$ cat src/hw/rtl/euler_totient_trial_division_defines.svh
// Assertion macros shared by the totient block.
// Each macro checks on the rising clock edge and is held off while reset is low.
`ifndef EULER_TOTIENT_TRIAL_DIVISION_DEFINES_SVH
`define EULER_TOTIENT_TRIAL_DIVISION_DEFINES_SVH

// The consequent must hold in the same cycle as the antecedent.
`define ETT_ASSERT_SAME(lbl, ante, cons, msg) \
    lbl: assert property (@(posedge i_clk) disable iff (!i_rst_n) (ante) |-> (cons)) \
        else $error(msg);

// The consequent must hold in the cycle after the antecedent.
`define ETT_ASSERT_NEXT(lbl, ante, cons, msg) \
    lbl: assert property (@(posedge i_clk) disable iff (!i_rst_n) (ante) |=> (cons)) \
        else $error(msg);

`endif

$ cat src/hw/rtl/ett_pkg.sv
package ett_pkg;

    // Commands from the controller to the datapath.
    typedef struct packed {
        logic load;       // take a new request into the working registers
        logic sqr;        // register the square of the trial divisor
        logic start_div;  // start a division of the remaining value by the divisor
        logic take;       // account for one hit of the divisor
        logic next_div;   // step to the next trial divisor
        logic left;       // account for a leftover prime
        logic out_load;   // move the finished totient into the output register
    } t_cmd;

    // Status from the datapath to the controller.
    typedef struct packed {
        logic num_zero;   // the offered number is zero
        logic is_two;     // the trial divisor is two
        logic sq_le;      // divisor squared does not exceed the remaining value
        logic div_done;   // the divider has finished
        logic div_exact;  // the last division left no remainder
        logic out_free;   // the output register can take a new result
    } t_sts;

endpackage

$ cat src/hw/rtl/ett_number_if.sv
interface ett_number_if #(
    parameter int WIDTH = 16
) ();
    logic             valid;
    logic             ready;
    logic [WIDTH-1:0] number;

    modport source (output valid, output number, input ready);
    modport sink   (input valid, input number, output ready);
endinterface

$ cat src/hw/rtl/ett_totient_if.sv
interface ett_totient_if #(
    parameter int WIDTH = 16
) ();
    logic             valid;
    logic             ready;
    logic [WIDTH-1:0] totient;

    modport source (output valid, output totient, input ready);
    modport sink   (input valid, input totient, output ready);
endinterface

$ cat src/hw/rtl/ett_div.sv
`include "euler_totient_trial_division_defines.svh"

module ett_div #(
    parameter int WIDTH = 16
) (
    input  logic             i_clk,
    input  logic             i_rst_n,
    input  logic             i_start,
    input  logic [WIDTH-1:0] i_dividend,
    input  logic [WIDTH-1:0] i_divisor,
    output logic             o_done,
    output logic [WIDTH-1:0] o_quotient,
    output logic [WIDTH-1:0] o_remainder
);
    localparam int CW = $clog2(WIDTH + 1);

    logic          r_busy;
    logic          r_done;
    logic [CW-1:0] r_cnt;
    logic [WIDTH-1:0] r_quo;
    logic [WIDTH-1:0] r_rem;
    logic [WIDTH-1:0] r_dvs;

    logic [WIDTH:0] w_trial;
    logic [WIDTH:0] w_diff;
    logic           w_ge;

    // Restoring division, one quotient bit per cycle.
    assign w_trial = {r_rem, r_quo[WIDTH-1]};
    assign w_diff  = w_trial - {1'b0, r_dvs};
    assign w_ge    = (w_trial >= {1'b0, r_dvs});

    always_ff @(posedge i_clk) begin
        if (!i_rst_n) begin
            r_busy <= 1'b0;
            r_done <= 1'b0;
            r_cnt  <= '0;
        end else begin
            r_done <= 1'b0;
            if (i_start) begin
                r_busy <= 1'b1;
                r_cnt  <= CW'(WIDTH);
            end else if (r_busy) begin
                r_cnt <= r_cnt - CW'(1);
                if (r_cnt == CW'(1)) begin
                    r_busy <= 1'b0;
                    r_done <= 1'b1;
                end
            end
        end
    end

    always_ff @(posedge i_clk) begin
        if (i_start) begin
            r_quo <= i_dividend;
            r_rem <= '0;
            r_dvs <= i_divisor;
        end else if (r_busy) begin
            r_quo <= {r_quo[WIDTH-2:0], w_ge};
            r_rem <= w_ge ? w_diff[WIDTH-1:0] : w_trial[WIDTH-1:0];
        end
    end

    assign o_done      = r_done;
    assign o_quotient  = r_quo;
    assign o_remainder = r_rem;

    `ETT_ASSERT_SAME(a_no_restart, i_start, !r_busy, "divider restarted while busy")
    `ETT_ASSERT_NEXT(a_done_pulse, r_done, !r_done && !r_busy, "divider done held too long")
endmodule

$ cat src/hw/rtl/ett_dp.sv
`include "euler_totient_trial_division_defines.svh"

module ett_dp #(
    parameter int WIDTH = 16
) (
    input  logic              i_clk,
    input  logic              i_rst_n,
    input  ett_pkg::t_cmd     i_cmd,
    output ett_pkg::t_sts     o_sts,
    input  logic [WIDTH-1:0]  i_number,
    output logic [WIDTH-1:0]  o_totient,
    output logic              o_out_valid,
    input  logic              i_out_ready
);
    import ett_pkg::*;

    logic [WIDTH-1:0]   r_rem;
    logic [WIDTH-1:0]   r_d;
    logic [WIDTH-1:0]   r_tot;
    logic [WIDTH-1:0]   r_last;
    logic [2*WIDTH-1:0] r_sq;
    logic [WIDTH-1:0]   r_totient;
    logic               r_out_valid;

    logic [WIDTH-1:0]   w_factor;
    logic [2*WIDTH-1:0] w_prod;
    logic               w_div_done;
    logic [WIDTH-1:0]   w_quo;
    logic [WIDTH-1:0]   w_div_rem;
    logic               w_rem_gt1;

    ett_div #(.WIDTH(WIDTH)) u_div (
        .i_clk       (i_clk),
        .i_rst_n     (i_rst_n),
        .i_start     (i_cmd.start_div),
        .i_dividend  (r_rem),
        .i_divisor   (r_d),
        .o_done      (w_div_done),
        .o_quotient  (w_quo),
        .o_remainder (w_div_rem)
    );

    assign w_rem_gt1 = (r_rem > WIDTH'(1));

    // A first hit of a prime scales by p-1, a repeated hit by p.
    always_comb begin
        if (i_cmd.left) begin
            w_factor = (r_last == r_rem) ? r_rem : r_rem - WIDTH'(1);
        end else begin
            w_factor = (r_last == r_d) ? r_d : r_d - WIDTH'(1);
        end
    end

    assign w_prod = (2*WIDTH)'(r_tot) * (2*WIDTH)'(w_factor);

    always_ff @(posedge i_clk) begin
        if (!i_rst_n) begin
            r_rem       <= '0;
            r_d         <= '0;
            r_tot       <= '0;
            r_last      <= '0;
            r_out_valid <= 1'b0;
        end else begin
            if (i_cmd.load) begin
                r_rem  <= i_number;
                r_d    <= (i_number == '0) ? '0 : WIDTH'(2);
                r_tot  <= (i_number == '0) ? '0 : WIDTH'(1);
                r_last <= '0;
            end
            if (i_cmd.take) begin
                r_tot  <= w_prod[WIDTH-1:0];
                r_rem  <= w_quo;
                r_last <= r_d;
            end
            if (i_cmd.next_div) begin
                r_d <= o_sts.is_two ? WIDTH'(3) : r_d + WIDTH'(2);
            end
            if (i_cmd.left && w_rem_gt1) begin
                r_tot  <= w_prod[WIDTH-1:0];
                r_last <= r_rem;
                r_rem  <= WIDTH'(1);
            end
            if (i_cmd.out_load) begin
                r_out_valid <= 1'b1;
            end else if (i_out_ready) begin
                r_out_valid <= 1'b0;
            end
        end
    end

    always_ff @(posedge i_clk) begin
        if (i_cmd.sqr) begin
            r_sq <= (2*WIDTH)'(r_d) * (2*WIDTH)'(r_d);
        end
        if (i_cmd.out_load) begin
            r_totient <= r_tot;
        end
    end

    always_comb begin
        o_sts           = '0;
        o_sts.num_zero  = (i_number == '0);
        o_sts.is_two    = (r_d == WIDTH'(2));
        o_sts.sq_le     = (r_sq <= {{WIDTH{1'b0}}, r_rem});
        o_sts.div_done  = w_div_done;
        o_sts.div_exact = (w_div_rem == '0);
        o_sts.out_free  = !r_out_valid || i_out_ready;
    end

    assign o_totient   = r_totient;
    assign o_out_valid = r_out_valid;

    `ETT_ASSERT_SAME(a_take_exact, i_cmd.take, o_sts.div_exact, "factor taken with remainder")
    `ETT_ASSERT_SAME(a_rem_nonzero, r_d != '0, r_rem != '0, "remaining value fell to zero")
endmodule

$ cat src/hw/rtl/ett_ctrl.sv
`include "euler_totient_trial_division_defines.svh"

module ett_ctrl (
    input  logic          i_clk,
    input  logic          i_rst_n,
    input  logic          i_in_valid,
    output logic          o_in_ready,
    input  ett_pkg::t_sts i_sts,
    output ett_pkg::t_cmd o_cmd
);
    import ett_pkg::*;

    localparam logic [2:0] S_IDLE  = 3'd0;
    localparam logic [2:0] S_SQR   = 3'd1;
    localparam logic [2:0] S_CMP   = 3'd2;
    localparam logic [2:0] S_DIV   = 3'd3;
    localparam logic [2:0] S_HIT   = 3'd4;
    localparam logic [2:0] S_START = 3'd5;
    localparam logic [2:0] S_LEFT  = 3'd6;
    localparam logic [2:0] S_DONE  = 3'd7;

    logic [2:0] r_state;
    logic [2:0] n_state;

    always_comb begin
        n_state    = r_state;
        o_cmd      = '0;
        o_in_ready = 1'b0;
        case (r_state)
            S_IDLE: begin
                o_in_ready = 1'b1;
                if (i_in_valid) begin
                    o_cmd.load = 1'b1;
                    n_state    = i_sts.num_zero ? S_DONE : S_SQR;
                end
            end
            S_SQR: begin
                o_cmd.sqr = 1'b1;
                n_state   = S_CMP;
            end
            S_CMP: begin
                // Factor two is always tried; odd divisors only up to the square root.
                if (i_sts.is_two || i_sts.sq_le) begin
                    o_cmd.start_div = 1'b1;
                    n_state         = S_DIV;
                end else begin
                    n_state = S_LEFT;
                end
            end
            S_DIV: begin
                if (i_sts.div_done) begin
                    n_state = S_HIT;
                end
            end
            S_HIT: begin
                if (i_sts.div_exact) begin
                    o_cmd.take = 1'b1;
                    n_state    = S_START;
                end else begin
                    o_cmd.next_div = 1'b1;
                    n_state        = S_SQR;
                end
            end
            S_START: begin
                o_cmd.start_div = 1'b1;
                n_state         = S_DIV;
            end
            S_LEFT: begin
                o_cmd.left = 1'b1;
                n_state    = S_DONE;
            end
            S_DONE: begin
                if (i_sts.out_free) begin
                    o_cmd.out_load = 1'b1;
                    n_state        = S_IDLE;
                end
            end
            default: begin
                n_state = S_IDLE;
            end
        endcase
    end

    always_ff @(posedge i_clk) begin
        if (!i_rst_n) begin
            r_state <= S_IDLE;
        end else begin
            r_state <= n_state;
        end
    end

    `ETT_ASSERT_SAME(a_out_free, o_cmd.out_load, i_sts.out_free, "result loaded over a full output")
endmodule

$ cat src/hw/rtl/euler_totient_trial_division.sv
// Euler totient by trial division. Each request on the number channel carries one
// unsigned integer, and the block returns one request on the totient channel with the
// count of integers from 1 to that number that are coprime to it. An input of one gives
// one, and an input of zero gives zero. Factor two is removed first, then odd divisors
// from three upward are tried while the divisor squared does not exceed the remaining
// value, and a leftover above one is taken as a prime. The first hit of a prime scales
// the running product by p-1 and each further hit by p. The block works on one number
// at a time. Every division is done by a restoring divider that produces one quotient
// bit per cycle, and that divider sets the pace, so numbers with small factors finish
// far sooner. A new number is taken as soon as the previous result sits in the output
// register, even while that result still waits to be taken.
module euler_totient_trial_division #(
    parameter int WIDTH = 16
) (
    input  logic         i_clk,
    input  logic         i_rst_n,
    ett_number_if.sink   i_number_ch,
    ett_totient_if.source o_totient_ch
);
    import ett_pkg::*;

    // Commands and status run only between the controller and the datapath.
    t_cmd w_cmd;
    t_sts w_sts;

    // The controller sequences load, the divisor square check, the division loop,
    // the leftover prime and the hand-off to the output register.
    ett_ctrl u_ctrl (
        .i_clk      (i_clk),
        .i_rst_n    (i_rst_n),
        .i_in_valid (i_number_ch.valid),
        .o_in_ready (i_number_ch.ready),
        .i_sts      (w_sts),
        .o_cmd      (w_cmd)
    );

    // The datapath holds the remaining value, the trial divisor, the running product,
    // the last prime hit, the divider and the output register.
    ett_dp #(.WIDTH(WIDTH)) u_dp (
        .i_clk       (i_clk),
        .i_rst_n     (i_rst_n),
        .i_cmd       (w_cmd),
        .o_sts       (w_sts),
        .i_number    (i_number_ch.number),
        .o_totient   (o_totient_ch.totient),
        .o_out_valid (o_totient_ch.valid),
        .i_out_ready (o_totient_ch.ready)
    );
endmodule
$ cat src/flat_wrapper.sv
// flat-port wrapper written by rule: the top's interface ports become plain ports
module euler_totient_trial_division_flat import ett_pkg::*;
#(
    parameter int WIDTH = 16
)
  (i_clk, i_rst_n, i_number_ch_valid, i_number_ch_number, i_number_ch_ready, o_totient_ch_valid, o_totient_ch_totient, o_totient_ch_ready);
  ett_number_if #(.WIDTH(WIDTH)) i_number_ch_i ();
  ett_totient_if #(.WIDTH(WIDTH)) o_totient_ch_i ();
  input  logic i_clk;
  input  logic i_rst_n;
  input wire logic [$bits(i_number_ch_i.valid)-1:0] i_number_ch_valid;
  input wire logic [$bits(i_number_ch_i.number)-1:0] i_number_ch_number;
  output wire logic [$bits(i_number_ch_i.ready)-1:0] i_number_ch_ready;
  output wire logic [$bits(o_totient_ch_i.valid)-1:0] o_totient_ch_valid;
  output wire logic [$bits(o_totient_ch_i.totient)-1:0] o_totient_ch_totient;
  input wire logic [$bits(o_totient_ch_i.ready)-1:0] o_totient_ch_ready;
  assign i_number_ch_i.valid = i_number_ch_valid;
  assign i_number_ch_i.number = i_number_ch_number;
  assign i_number_ch_ready = i_number_ch_i.ready;
  assign o_totient_ch_valid = o_totient_ch_i.valid;
  assign o_totient_ch_totient = o_totient_ch_i.totient;
  assign o_totient_ch_i.ready = o_totient_ch_ready;
  euler_totient_trial_division #(.WIDTH(WIDTH)) u_core (.i_clk(i_clk), .i_rst_n(i_rst_n), .i_number_ch(i_number_ch_i), .o_totient_ch(o_totient_ch_i));
endmodule
$ cat config.mk
export PLATFORM = sky130hd
export DESIGN_NAME = euler_totient_trial_division_flat
export DESIGN_NICKNAME = d
export VERILOG_FILES = /design/src/hw/rtl/ett_pkg.sv /design/src/hw/rtl/ett_number_if.sv /design/src/hw/rtl/ett_totient_if.sv /design/src/hw/rtl/ett_div.sv /design/src/hw/rtl/ett_dp.sv /design/src/hw/rtl/ett_ctrl.sv /design/src/hw/rtl/euler_totient_trial_division.sv /design/src/flat_wrapper.sv
export VERILOG_INCLUDE_DIRS = /design/src /design/src/hw/rtl
export SDC_FILE = /design/constraint.sdc
export NUM_CORES = 1
export LEC_CHECK = 0
export BUFFER_PORTS_ARGS = -buffer_cell sky130_fd_sc_hd__clkbuf_2
export CAP_MARGIN = 20
export CORE_UTILIZATION = 55
export CTS_CLUSTER_SIZE = 24
export DETAILED_ROUTE_END_ITERATION = 8
export MAX_ROUTING_LAYER = met4
export PLACE_DENSITY = 0.71
export SETUP_SLACK_MARGIN = 0.1
export SLEW_MARGIN = 10
export SYNTH_ARGS = -nofsm -noshare
export SYNTH_HDL_FRONTEND = slang
export SYNTH_HIERARCHICAL = 1
export SYNTH_SLANG_ARGS = --single-unit
export TNS_END_PERCENT = 30
$ cat constraint.sdc
create_clock -name i_clk -period 14.2 [get_ports i_clk]
set_input_delay 1.42 -clock i_clk [delete_from_list [all_inputs] [get_ports i_clk]]
set_output_delay 1.42 -clock i_clk [all_outputs]
set_load 0.005 [all_outputs]
==> results.yml <==
synthesis:
  synth.most_common_cell: "inv_1"
  synthAdderAreaFrac_pct: 35.9
  synthXorXnorAreaFrac_pct: 6.31
  ys_seq_area_share_pct: 20.4
  synth.avg_cell_area_um2: 9.11
  ys.flop_type: "dfxtp_1"
  async_reset_ff_share_pct: 0
  synth_top_family_by_area: "adder cells"
  yosys_warnings: 6
  synth_common_cells: "416 x inv_1, 245 x fa_1, 197 x ha_1, 192 x nand2_1, 128 x nor2_1"
  synth.ff_latch_count: 170
  synth-simple-area-share_pct: 15.0
  synth_nets: 2715
  synth_edf_count: 79
  synth_area_leaders: "fa_1 24%, ha_1 12%, edfxtp_1 12%"
  netlist_area_um2: 20500
  synth.mux.area_fraction_pct: 2.66
  syn-instance-count: 2253
  synth-compound-area-share_pct: 10.1
  synth_cell_type_count: 80
  yosysTopAreaCellShare_pct: 23.9
  synth_top_cell_by_area: "fa_1"
routing:
  drtAntennaViolNets: 0
  drtPass1Iterations: 5
  via_per_inst: 5.71
  drc_errors: 0
  wl_um: 50300
  num_vias: 15500
  wl_per_cell_um: 18.5
  drtIter0Drc: 1083
die:
  ios: 38
  dieArea_um2: 38100
  rows: 70
  die_x_um: 195
  die_h_um: 195
  core-area_um2: 36700
  initial_core_util_pct: 55.9
setup_path:
  crit_required_ns: 14.55
  worstRegToRegCells: 28
  path_delay_family: "adder cells"
  critPathMaxStageDelay_ns: 1.02
  cp_num_buf_inv: 7
  critical_path_arrival_ns: 8.88
  criticalPathCategory: "flip-flop to flip-flop"
  cp_common_cell: "inv_1"
  crit_path_max_fanout: 26
  critPathLaunchType: "flip-flop"
  cpMaxStageDelayCell: "a21oi_1"
  r2r_slack_ns: 5.67
  r2r-end: "u_core/u_dp/r_tot[15]$_SDFFE_PN0P_"
  rr_startpoint: "u_core/u_ctrl/r_state[0]$_SDFFE_PN0P_"
  end_kind: "flip-flop"
global_routing:
  grt_pass1_vias: 16000
  grt_pass1_wl_um: 83200
  grt_usage_pct: 28.6
  grt_max_degree: 55
  overflow: 0
  antenna_found_initial: 0
worst_hold_path:
  min_path_type: "flip-flop to flip-flop"
  whs_endpoint: "u_core/u_dp/u_div/r_dvs[4]$_DFFE_PP_"
  hold_start: "u_core/u_dp/r_d[4]$_SDFFE_PN0P_"
  whs_path_depth: 0
cells_and_area:
  finalNetCount: 2701
  drive_gt1_share_pct: 6.53
  instances_no_fill: 2720
  area_growth_pct: 5.78
  n_antenna_cell: 0
sta:
  worstMarginPinSlew_ns: 1.05
  slew_viol_final: 0
  clock.fmax_mhz: 117
  timing.final.crit_share_pct: 60.0
  grt_setup_unrepaired: "no"
  fin_ws_ns: 5.67
  finalCriticalPeriod_ns: 8.53
  finalHoldViolCount: 0
  tns_ns: 0
  setup_viol: 0
  skew_ns: 0.0129
  slew_headroom_pct: 30.3
clock_tree:
  max-clock-path-buffers: 2
  clk_pin_slew_worst_paths_ns: 0.08
  post_cts_resized: 0
  cts_buffers: 17
  cts_hold_buf: 0
  htreeDepth: 4
  cts_tree: "done"
  post-cts-setup-buffer-count: 0
  cts_root_buffer: "clkbuf_16"
  cts.sinks: 170
  clock_latency_ns: 0.46
placement:
  dp_slack_ns: 5.73
  gp_congestion: 0.956
  io_buffers: 37
  dp_hpwl_um: 38000
  post-place-cells: 2688
pwr:
  power.total_uw: 2490
  total_leakage_power_uw: 0.0103
  p_per_area_nw_per_um2: 115
  irDropWorstVdd_mv: 0.0972
status:
  outcome: "finished, final reports clean"
job:
  cap_violations: 0
report_power, final:
group	switching [µW]	internal, µW	total (µW)	leakage [µW]
Sequential	123	650	773	0.00149
Clock	223	250	473	0.000282
Combinational	751	492	1240	0.00856
kinds of logic after synthesis:
kind of cell    after synthesis
xor+xnor                    140
compound gates              314
simple gates                617
buf+inv                     518
mux                          52
flops                       170
fa+ha+maj                   442
registers in the layout, summed over array words and instances, names as in the netlist, 3 cells and up:
signal and cells:
u_core/u_ctrl/r_state 3, u_core/u_dp/u_div/o_quotient 16, u_core/u_dp/o_totient 16, u_core/u_dp/u_div/o_remainder 16, u_core/u_dp/r_last 16, u_core/u_dp/r_sq 31
u_core/u_dp/r_tot 16, u_core/u_dp/u_div/r_dvs 16, u_core/u_dp/u_div/r_cnt 5, u_core/u_dp/r_d 16, u_core/u_dp/r_rem 16
cells in the final DEF (no fill, tap or decap), types with 24 or more instances in the layout:
cell type	instances
a21oi_1	85
o21ai_0	78
edfxtp_1	79
and2_1	103
nand2_1	192
fa_1	245
clkbuf_2	37
nor2_1	128
buf_4	26
xnor2_1	111
mux2i_1	32
dfxtp_1	91
nor3_1	31
inv_1	416
nand3_1	29
ha_1	197
xor2_1	24
final cells by class:
cell class / instances / area (µm²)
Clock buffer: 18 / 439
Clock inverter: 14 / 133
Fill cell: 3149 / 15000
Inverter: 422 / 1580
Multi-Input combinational cell: 1565 / 14400
Sequential cell: 170 / 4190
Tap cell: 468 / 586
Timing Repair Buffer: 63 / 380
per-layer routing:
metal | share of wire, % | up-vias | wire length (µm) | global-route usage, %
met2 | 47 | 508 | 23700 | 46.0
met1 | 44 | 7703 | 22100 | 37.8
met4 | 2.6 | 0 | 1310 | 9.10
met5 | 0 | - | 0 | -
li1 | - | 7232 | - | -
met3 | 6.2 | 81 | 3090 | 3.58
worst max-delay path by stage:
stage,start,end,slack (ns),depth (start not counted)
after global placement,u_core/u_ctrl/r_state[0]$_SDFFE_PN0P_,u_core/u_dp/r_tot[15]$_SDFFE_PN0P_,5.97,25
final,u_core/u_ctrl/r_state[0]$_SDFFE_PN0P_,u_core/u_dp/r_tot[15]$_SDFFE_PN0P_,5.67,28
after detailed placement,u_core/u_ctrl/r_state[0]$_SDFFE_PN0P_,u_core/u_dp/r_tot[15]$_SDFFE_PN0P_,5.73,28
after floorplan,u_core/u_dp/r_d[2]$_SDFFE_PN0P_,u_core/u_dp/r_tot[15]$_SDFFE_PN0P_,6.62,26
after global routing,u_core/u_ctrl/r_state[0]$_SDFFE_PN0P_,u_core/u_dp/r_tot[15]$_SDFFE_PN0P_,4.84,28
after CTS,u_core/u_ctrl/r_state[0]$_SDFFE_PN0P_,u_core/u_dp/r_tot[15]$_SDFFE_PN0P_,5.70,25
stage by stage:
stage                     hold WS [ns]  utilization [%]  instance area [µm²]
after floorplan                  0.406                -                20500
after global placement           0.418             57.6                21100
after detailed placement         0.425             57.6                21100
after CTS                        0.443             59.2                21700
after global routing             0.450             59.2                21700
final                            0.445             59.2                21700
Note: power is estimated with default switching activity, not from simulation.
